### config.mk
export PLATFORM = sky130hd
export DESIGN_NAME = two_party_deadlock_detector
export DESIGN_NICKNAME = d
export VERILOG_FILES = /design/src/hdl/tpdd_pkg.sv /design/src/hdl/tpdd_cell.sv /design/src/hdl/two_party_deadlock_detector.sv
export VERILOG_INCLUDE_DIRS = /design/src /design/src/hdl
export SDC_FILE = /design/constraint.sdc
export NUM_CORES = 1
export LEC_CHECK = 0
export BUFFER_PORTS_ARGS = -buffer_cell sky130_fd_sc_hd__buf_2
export CAP_MARGIN = 20
export CORE_UTILIZATION = 26
export CTS_CLUSTER_SIZE = 24
export DETAILED_ROUTE_END_ITERATION = 12
export SLEW_MARGIN = 40
export SYNTH_ARGS = -nofsm -noshare
export SYNTH_HDL_FRONTEND = slang
export SYNTH_SLANG_ARGS = --single-unit
### constraint.sdc
create_clock -name clk -period 18.82 [get_ports clk]
set_input_delay 0 -clock clk [delete_from_list [all_inputs] [get_ports clk]]
set_output_delay 0 -clock clk [all_outputs]
set_load 0.005 [all_outputs]
### src/hdl/two_party_deadlock_detector_assert.svh
// ----------------------------------------------------------------------------
// Assertion macros for the two-party deadlock detector
// Clocked concurrent checks with a synchronous reset that disables them.
// ----------------------------------------------------------------------------
`ifndef TWO_PARTY_DEADLOCK_DETECTOR_ASSERT_SVH
`define TWO_PARTY_DEADLOCK_DETECTOR_ASSERT_SVH

// Same-cycle implication
`define TPDD_ASSERT_NOW(lbl, clk_s, rst_s, ante, cons) \
  lbl: assert property (@(posedge clk_s) disable iff (rst_s) (ante) |-> (cons)) \
    else $error("tpdd assertion failed");

// Next-cycle implication
`define TPDD_ASSERT_NEXT(lbl, clk_s, rst_s, ante, cons) \
  lbl: assert property (@(posedge clk_s) disable iff (rst_s) (ante) |=> (cons)) \
    else $error("tpdd assertion failed");

`endif

### src/hdl/tpdd_pkg.sv
// ----------------------------------------------------------------------------
// tpdd_pkg
// Shared widths, command codes and control types of the deadlock detector.
// ----------------------------------------------------------------------------
package tpdd_pkg;

  // Default table size
  localparam int DEF_NUM_REQUESTERS = 8;
  localparam int DEF_NUM_RESOURCES  = 16;

  // Fixed field widths
  localparam int CMD_W = 3;
  localparam int REQ_W = 3;
  localparam int RES_W = 4;

  // Event commands
  localparam logic [CMD_W-1:0] CMD_ACQUIRE = 3'd0;
  localparam logic [CMD_W-1:0] CMD_RELEASE = 3'd1;
  localparam logic [CMD_W-1:0] CMD_WAIT    = 3'd2;
  localparam logic [CMD_W-1:0] CMD_UNWAIT  = 3'd3;
  localparam logic [CMD_W-1:0] CMD_CLEAR   = 3'd4;

  // Control broadcast from the sequencer to every cell
  typedef struct packed {
    logic             upd;    // apply a per-requester event
    logic             clr;    // empty both tables
    logic             load;   // take the neighbor's maps as probe
    logic             shift;  // pass the probe one cell on
    logic [CMD_W-1:0] cmd;
    logic [REQ_W-1:0] requester;
  } cell_ctrl_t;

endpackage

### src/hdl/tpdd_cell.sv
// ----------------------------------------------------------------------------
// tpdd_cell
// One requester's held and waiting bitmaps plus a circulating probe slot
// that is compared against the local maps for a mutual wait.
// ----------------------------------------------------------------------------
module tpdd_cell import tpdd_pkg::*; #(
  parameter int NUM_RESOURCES = DEF_NUM_RESOURCES,
  parameter int IDX           = 0
) (
  input  logic                     clk,
  input  logic                     rst,
  input  cell_ctrl_t               ctrl,
  input  logic [NUM_RESOURCES-1:0] res_mask,
  input  logic [NUM_RESOURCES-1:0] nb_held,
  input  logic [NUM_RESOURCES-1:0] nb_wait,
  input  logic [NUM_RESOURCES-1:0] nb_probe_held,
  input  logic [NUM_RESOURCES-1:0] nb_probe_wait,
  output logic [NUM_RESOURCES-1:0] held,
  output logic [NUM_RESOURCES-1:0] waiting,
  output logic [NUM_RESOURCES-1:0] probe_held,
  output logic [NUM_RESOURCES-1:0] probe_wait,
  output logic                     match
);

  logic                     sel;
  logic [NUM_RESOURCES-1:0] held_next;
  logic [NUM_RESOURCES-1:0] waiting_next;

  assign sel = ctrl.upd && (32'(ctrl.requester) == IDX);

  // Table update for this requester
  always_comb begin
    held_next    = held;
    waiting_next = waiting;
    if (ctrl.clr) begin
      held_next    = '0;
      waiting_next = '0;
    end else if (sel) begin
      unique case (ctrl.cmd)
        CMD_ACQUIRE: begin
          held_next    = held | res_mask;
          waiting_next = waiting & ~res_mask;
        end
        CMD_RELEASE: held_next    = held & ~res_mask;
        CMD_WAIT:    waiting_next = waiting | res_mask;
        CMD_UNWAIT:  waiting_next = waiting & ~res_mask;
        default: ;
      endcase
    end
  end

  always_ff @(posedge clk) begin
    if (rst) begin
      held    <= '0;
      waiting <= '0;
    end else begin
      held    <= held_next;
      waiting <= waiting_next;
    end
  end

  // Probe slot: loaded from the neighbor's maps, then passed along the ring
  always_ff @(posedge clk) begin
    if (ctrl.load) begin
      probe_held <= nb_held;
      probe_wait <= nb_wait;
    end else if (ctrl.shift) begin
      probe_held <= nb_probe_held;
      probe_wait <= nb_probe_wait;
    end
  end

  // Each side waits on something the other holds
  assign match = (|(waiting & probe_held)) && (|(probe_wait & held));

endmodule

### src/hdl/two_party_deadlock_detector.sv
// ----------------------------------------------------------------------------
// two_party_deadlock_detector
// Lock-table monitor: per-requester held/waiting bitmaps in a ring of cells,
// reporting after every event whether two requesters wait on each other.
// ----------------------------------------------------------------------------
//  channel  | ports                          | transfer when
//  ---------+--------------------------------+---------------------------
//  event in | start, busy, cmd, requester,   | start && !busy
//           | resource                       |
//  result   | strobe, deadlock               | strobe (one cycle)
//
//  An event is applied at its transfer edge; the check then runs a load
//  step and a run of scan steps, one probe rotation per cycle. The result
//  strobes in the done state after the last scan step, and busy stays high
//  until that strobe cycle ends, so a new event is taken only after it.
//  Reset empties both tables. The receiver cannot stall the result.
// ----------------------------------------------------------------------------
module two_party_deadlock_detector import tpdd_pkg::*; #(
  parameter int NUM_REQUESTERS = DEF_NUM_REQUESTERS,
  parameter int NUM_RESOURCES  = DEF_NUM_RESOURCES
) (
  input  logic             clk,
  input  logic             rst,
  input  logic             start,
  output logic             busy,
  input  logic [CMD_W-1:0] cmd,
  input  logic [REQ_W-1:0] requester,
  input  logic [RES_W-1:0] resource,
  output logic             strobe,
  output logic             deadlock
);

  `include "two_party_deadlock_detector_assert.svh"

  localparam int CNT_W = (NUM_REQUESTERS > 2) ? $clog2(NUM_REQUESTERS) : 1;
  localparam logic [CNT_W-1:0] CNT_LAST = CNT_W'(NUM_REQUESTERS - 2);

  typedef enum logic [3:0] {
    ST_IDLE = 4'b0001,
    ST_LOAD = 4'b0010,
    ST_SCAN = 4'b0100,
    ST_DONE = 4'b1000
  } state_t;

  state_t                    state, state_next;
  logic [CNT_W-1:0]          cnt, cnt_next;
  logic                      hit, hit_next;
  logic                      accept;
  cell_ctrl_t                ctrl;
  logic [NUM_RESOURCES-1:0]  res_mask;
  logic [NUM_REQUESTERS-1:0] match_vec;

  logic [NUM_RESOURCES-1:0] held    [NUM_REQUESTERS];
  logic [NUM_RESOURCES-1:0] waiting [NUM_REQUESTERS];
  logic [NUM_RESOURCES-1:0] p_held  [NUM_REQUESTERS];
  logic [NUM_RESOURCES-1:0] p_wait  [NUM_REQUESTERS];

  assign accept = start && !busy;

  // Resource decode; an out-of-range index selects no bit
  always_comb begin
    for (int b = 0; b < NUM_RESOURCES; b++) begin
      res_mask[b] = (32'(resource) == b);
    end
  end

  // Control broadcast
  always_comb begin
    ctrl.upd       = accept && (cmd != CMD_CLEAR);
    ctrl.clr       = accept && (cmd == CMD_CLEAR);
    ctrl.load      = (state == ST_LOAD);
    ctrl.shift     = (state == ST_SCAN);
    ctrl.cmd       = cmd;
    ctrl.requester = requester;
  end

  // Ring of requester cells
  for (genvar k = 0; k < NUM_REQUESTERS; k++) begin : g_cell
    localparam int PREV = (k + NUM_REQUESTERS - 1) % NUM_REQUESTERS;
    tpdd_cell #(
      .NUM_RESOURCES (NUM_RESOURCES),
      .IDX           (k)
    ) u_cell (
      .clk           (clk),
      .rst           (rst),
      .ctrl          (ctrl),
      .res_mask      (res_mask),
      .nb_held       (held[PREV]),
      .nb_wait       (waiting[PREV]),
      .nb_probe_held (p_held[PREV]),
      .nb_probe_wait (p_wait[PREV]),
      .held          (held[k]),
      .waiting       (waiting[k]),
      .probe_held    (p_held[k]),
      .probe_wait    (p_wait[k]),
      .match         (match_vec[k])
    );
  end

  // Sequencer
  always_comb begin
    state_next = state;
    cnt_next   = cnt;
    hit_next   = hit;
    unique case (state)
      ST_IDLE: begin
        if (accept) state_next = ST_LOAD;
      end
      ST_LOAD: begin
        cnt_next   = '0;
        hit_next   = 1'b0;
        state_next = ST_SCAN;
      end
      ST_SCAN: begin
        hit_next = hit | (|match_vec);
        cnt_next = cnt + CNT_W'(1);
        if (cnt == CNT_LAST) state_next = ST_DONE;
      end
      ST_DONE: state_next = ST_IDLE;
      default: state_next = ST_IDLE;
    endcase
  end

  always_ff @(posedge clk) begin
    if (rst) begin
      state <= ST_IDLE;
      cnt   <= '0;
      hit   <= 1'b0;
    end else begin
      state <= state_next;
      cnt   <= cnt_next;
      hit   <= hit_next;
    end
  end

  assign busy     = (state != ST_IDLE);
  assign strobe   = (state == ST_DONE);
  assign deadlock = hit;

  // Checks
  `TPDD_ASSERT_NEXT(a_accept_busy, clk, rst, accept, busy)
  `TPDD_ASSERT_NEXT(a_strobe_single, clk, rst, strobe, !strobe && !busy)
  `TPDD_ASSERT_NOW(a_result_latency, clk, rst, accept, ##(NUM_REQUESTERS + 1) strobe)
  `TPDD_ASSERT_NOW(a_clear_no_deadlock, clk, rst, accept && (cmd == CMD_CLEAR),
    ##(NUM_REQUESTERS + 1) (strobe && !deadlock))

endmodule

==> results of run 1 <==
==> layer usage <==
| metal | wire length, um | vias to the layer above | track usage |
|---|---|---|---|
| met5 | 13 | - | 0 |
| met4 | 3060 | 2 | 0.0708 |
| met3 | 8660 | 178 | 0.0333 |
| met2 | 33000 | 1166 | 0.253 |
| met1 | 31200 | 8312 | 0.240 |
| li1 | - | 7203 | - |
==> report_power, final <==
group / total (mW) / internal (mW) / switching, mW
clock network: 1.07 / 0.617 / 0.456
logic: 0.117 / 0.0334 / 0.0840
registers: 1.22 / 1.20 / 0.0134
total: 2.41 / 1.85 / 0.554
==> final cells by class <==
class / count / area [um^2] / share of cell area
Sequential cell: 520 / 13000 / 0.512
Multi-Input combinational cell: 1158 / 8650 / 0.342
Clock buffer: 71 / 1470 / 0.0579
Tap cell: 1134 / 1420 / 0.0560
Timing Repair Buffer: 57 / 493 / 0.0195
Clock inverter: 30 / 289 / 0.0114
Inverter: 3 / 18.8 / 0.000741
Antenna cell: 2 / 5.00 / 0.000198
==> logic make-up after synthesis <==
group	after synthesis	share of synthesized area
XOR/XNOR	1	0.000396
AO/OA/AOI/OAI	651	0.192
flip-flops	520	0.586
AND/OR/NAND/NOR	248	0.0603
buffers and inverters	167	0.0300
multiplexers	256	0.130
adder cells (fa/ha/maj)	2	0.00113
==> critical path: cells and delay by family, from the launching register on <==
family        cells  cell delay (ps)
buf+inv           3             1460
mux               1              450
flops             1              430
simple gates      1              410
==> cell usage in the layout (no fill, tap or decap), types with 12 or more instances in the layout <==
cell,netlist,final
buf_2,21,14
nor2_2,8,18
buf_6,0,12
a21oi_1,259,259
buf_4,3,24
mux2_2,256,256
a221oi_1,64,64
clkbuf_16,0,55
nand2_1,22,20
a311oi_1,128,128
nand3_1,136,133
a22o_1,64,64
nand4_1,17,17
dfxtp_1,264,264
clkbuf_1,138,13
edfxtp_1,256,256
o21ai_0,128,128
==> how the worst max path moves through the flow <==
stage	startpoint	endpoint	slack, ps	depth (start not counted)
after floorplan	state[1]	g_cell[0].u_cell.probe_held[0]	11940	5
after global placement	state[3]	flop	15110	5
after detailed placement	state[3]	flop	15550	5
after CTS	state[3]	flop	15510	5
after global routing	state[1]	g_cell[2].u_cell.probe_wait[15]	15420	5
final	state[1]	g_cell[2].u_cell.probe_wait[15]	15550	5
==> per-stage QoR <==
| step | worst slack, ps | util | hold slack, ps | power, mW | cell area, um^2 |
|---|---|---|---|---|---|
| after floorplan | 11940 | - | 114 | 1.31 | 22100 |
| after global routing | 15420 | 0.302 | 31.7 | 2.46 | 25300 |
| after global placement | 15110 | 0.278 | 274 | 1.35 | 23300 |
| final | 15550 | 0.302 | 25.4 | 2.41 | 25300 |
| after CTS | 15510 | 0.301 | 16.4 | 2.41 | 25300 |
| after detailed placement | 15550 | 0.280 | 278 | 1.35 | 23500 |
==> repair_timing <==
item                       CTS  global route
buffers inserted             0             0
hold endpoints to repair     8             1
hold buffers                 3             1
setup endpoints to repair    0             0
==> results.md, run 1 <==
- # fillers: 8323
- # DRC: 0
- Reg2Reg Launch Point: state[1]
- Crit Path Max Fanout: 101
- Sequential area share after synthesis: 0.586
- Slowest stage delay, CP: 640 ps
- Die Y-Extent: 294 um
- Final min period: 3270 ps
- Setup slack, reg-to-reg: 15550 ps
- Top post-synthesis cells by count: dfxtp_1 (264), a21oi_1 (259), edfxtp_1 (256), mux2_2 (256), clkbuf_1 (138)
- Pwr dens: 95.1 nW/um^2
- # IOs: 16
- Syn_area_per_cell: 12.0 um^2
- Final Max Slew Viols: 0
- Rows: 106
- Final WL: 75.9 mm
- Nets@finish: 1809
- Core Area: 84000 um^2
- Startpoint class of the critical path: flop
- CTS tree: done
- MaxCap Viol Count: 0
- IO buf count: 15
- RR Endpoint: g_cell[2].u_cell.probe_wait[15]
- VDD IR-drop max: 72.2 uV
- Hold Startpoint: cmd[2]
- H-tree levels: 2
- WP data arrival: 3600 ps
- Crit path capture type: flop
- First-pass iteration count of the detailed router: 8
- Synth Net Count: 1860
- Worst Tran Pin Value: 965 ps
- Global-route wire length before repair: 109 mm
- Vias per cell: 5.67
- Slew HR: 0.355
- Main area contributors after synthesis: edfxtp_1 (35%), dfxtp_1 (24%), mux2_2 (13%)
- Layout cells sized above 1: 0.238
- Netlist cell types: 39
- EDFF count, synth: 256
- Starting Density: 0.264
- Hold Vio Cnt, Final: 0
- Clock Tree Buf Depth: 3
- Total GRT Usage: 0.170
- Gpl congestion: 0.900
- PostCTS Resize Cnt: 0
- Cells on worst reg2reg path: 5
- Clock transition at the registers of the reported paths: 60 ps
- Fmax: 306 MHz
- TritonCTS buffer count: 54
- Top cell type's share of synthesized area: 0.347
- RSZ-0062 raised after global routing: false
- Die footprint: 86300 um^2
- Synthesized area: 22100 um^2
- Top_reg_cell synth: dfxtp_1
- Asr flop ratio synth: 0
- Post-synthesis register bit count: 520
- Area grow syn2layout: 14.4%
- Overflow after GRT: 0
- Final Cycle Share: 0.174
- Die Wd: 294 um
- Root Buffer: clkbuf_16
- Placed cell count: 2867
- Hold Path Class: in -> reg
- Worst EP required: 19150 ps
- Setup TNS: 0 ps
- Post-synthesis instance total: 1845
- Static leakage: 7.43 nW
- Initial drt markers: 2772
- Skew final: 30.0 ps
- Synth warn: 0
- Pin count of the biggest net entering global routing: 102
- Slowest cell on the critical path: buf_6
- Fin cells: 2975
- Count leader, synth: dfxtp_1
- Initial antenna violation count: 5
- Via Count: 16900
- # clock sinks: 520
- WHS Path Cells: 3
- DPL Wire Length: 48.7 mm
- Skew-Pair Late Insertion Delay: 620 ps
- Routed length per instance: 25.5 um
- Largest area contributor in the netlist: edfxtp_1
- Critical path, cell by cell: nor4b_2 > buf_12 > buf_16 > buf_6 > mux2_2
- DRT antenna net count: 0
- Vias in the first global route: 15500
- Final setup fails: 0
- Critical path class: reg -> reg
- Outcome: finished, final reports clean
(Power assumes the default switching activity.)
==> inputs of run 2 (changes only) <==
Clock period 18.82 ns to 3.1 ns, I/O delays scaled along.
==> run 2 against run 1 <==
Wire length rose by 3.2%. Setup slack got worse by 15000 ps. Power rose to 6.2 times the previous value. Clock skew fell by 14 ps. Highest routed layer unchanged.
==> results.md, run 2 (synthesis results as in run 1) <==
- Gpl congestion: 0.921
- Slew HR: 0.386
- Static leakage: 7.64 nW
- Final Max Slew Viols: 0
- Slowest stage delay, CP: 570 ps
- Root Buffer: clkbuf_16
- IO buf count: 15
- Vias per cell: 5.68
- Pin count of the biggest net entering global routing: 129
- H-tree levels: 2
- Reg2Reg Launch Point: state[3]
- Global-route wire length before repair: 112 mm
- Via Count: 17000
- Highest Signal Layer: met5
- Overflow after GRT: 0
- Rows: 106
- Skew-Pair Late Insertion Delay: 630 ps
- Fmax: 338 MHz
- Initial drt markers: 2410
- Wire length on met3: 8.76 mm
- Area grow syn2layout: 16.0%
- Critical path class: reg -> reg
- Vias in the first global route: 16000
- Crit path capture type: flop
- Outcome: finished, final reports clean
- CTS tree: done
- Critical Path Source: state[3]
- Starting Density: 0.264
- First-pass iteration count of the detailed router: 7
- Skew final: 16.2 ps
- Slowest cell on the critical path: nor4b_2
- Worst Tran Pin Value: 918 ps
- Die footprint: 86300 um^2
- Final Core Density: 0.306
- Hold Startpoint: resource[0]
- Layout cells sized above 1: 0.253
- Initial antenna violation count: 7
- Final Cycle Share: 0.954
- Final setup fails: 0
- # clock sinks: 520
- RSZ-0062 raised after global routing: true
- Commonest non-fill, non-tap cell in the layout: dfxtp_1
- Cell area after placement: 23700 um^2
- WL met1: 31.9 mm
- Hold Vio Cnt, Final: 0
- Worst EP required: 3600 ps
- Pwr dens: 582 nW/um^2
- Nets@finish: 1833
- Clock Tree Buf Depth: 3
- Die Wd: 294 um
- Core Area: 84000 um^2
- Most frequent cells in the layout: dfxtp_1 (263), a21oi_1 (259), mux2_2 (256), edfxtp_1 (256), nand3_1 (133)
- Critical path, cell by cell: nor4b_4 > inv_2 > nor4b_2 > nor2b_1 > nand2_1 > o21ai_0 > a21oi_1
- Hold Path Class: in -> reg
- Routed length per instance: 26.1 um
- # IOs: 16
- Logic pwr share: 0.050
- Total GRT Usage: 0.176
- DPL Wire Length: 50.8 mm
- Psw: 3.45 mW
- Final min period: 2960 ps
- VDD IR-drop max: 456 uV
- Clock transition at the registers of the reported paths: 60 ps
- Crit Path Max Fanout: 16
- TritonCTS buffer count: 54
- Met2 routed WL: 34.2 mm
- Cell Int Power: 11.5 mW
- MaxCap Viol Count: 0
- # DRC: 0
- Final WL: 78.4 mm
- Final instance area: 25700 um^2
- WP data arrival: 3460 ps
- Clock share of power: 0.455
- DRT antenna net count: 0
- Startpoint class of the critical path: flop
- Sw Share: 0.231
- Die Y-Extent: 294 um
- Register share of total power: 0.494
==> run 2: worst paths after layout <==
| path | slack, ps | cells after the start | endpoint |
|---|---|---|---|
| worst min register to register | 490 | 2 | state[3] |
| worst max register to register | 140 | 7 | flop |
| worst min-delay path | 80 | 4 | flop |
| worst max-delay path | 140 | 7 | flop |
==> run 2: metrics by stage <==
| step | std cells | TNS, ps | hold slack (ps) | total power, mW | worst slack [ps] |
|---|---|---|---|---|---|
| final | 3000 | 0 | 78.4 | 14.9 | 142 |
| after floorplan | 1845 | -524750 | 106 | 7.93 | -2050 |
| after global routing | 2999 | -5.03 | 87.5 | 15.3 | -5.03 |
| after detailed placement | 2891 | 0 | 265 | 8.25 | 174 |
| after CTS | 2997 | 0 | 0.719 | 15.0 | 170 |
| after global placement | 2891 | 0 | 266 | 8.24 | 209 |
==> run 2: layout make-up <==
class	count	area (um^2)
fill	8348	58300
sequential	520	13000
multi-input combinational	1158	8640
clock buffer	78	1570
tap	1134	1420
timing repair buffer	81	762
clock inverter	24	279
inverter	3	15.0
antenna	2	5.00
==> run 2: power by group through the flow <==
stage | Clock (mW) | Combinational [mW] | Sequential, mW
after floorplan | 0 | 0.436 | 7.49
after global placement | 0 | 0.715 | 7.53
after detailed placement | 0 | 0.719 | 7.53
after CTS | 6.87 | 0.729 | 7.38
after global routing | 7.15 | 0.773 | 7.38
final | 6.81 | 0.754 | 7.38
==> run 2: critical path, delay by kind of cell (launching register included) <==
family | cells | cell delay (ps)
simple gates | 4 | 1860
compound gates | 2 | 490
flops | 1 | 370
buf+inv | 1 | 130
==> run 2: repair_timing <==
item / in CTS / in global routing
gates resized for setup: 0 / 1
hold buffers: 4 / 0
setup endpoints to repair: 0 / 2
setup buffers: 0 / 0
endpoints found under the hold margin: 10 / 0
==> run 2: layer usage <==
metal	vias up	GRT usage
li1	7273	-
met4	4	0.0786
met5	-	0
met1	8430	0.239
met3	187	0.0434
met2	1133	0.265
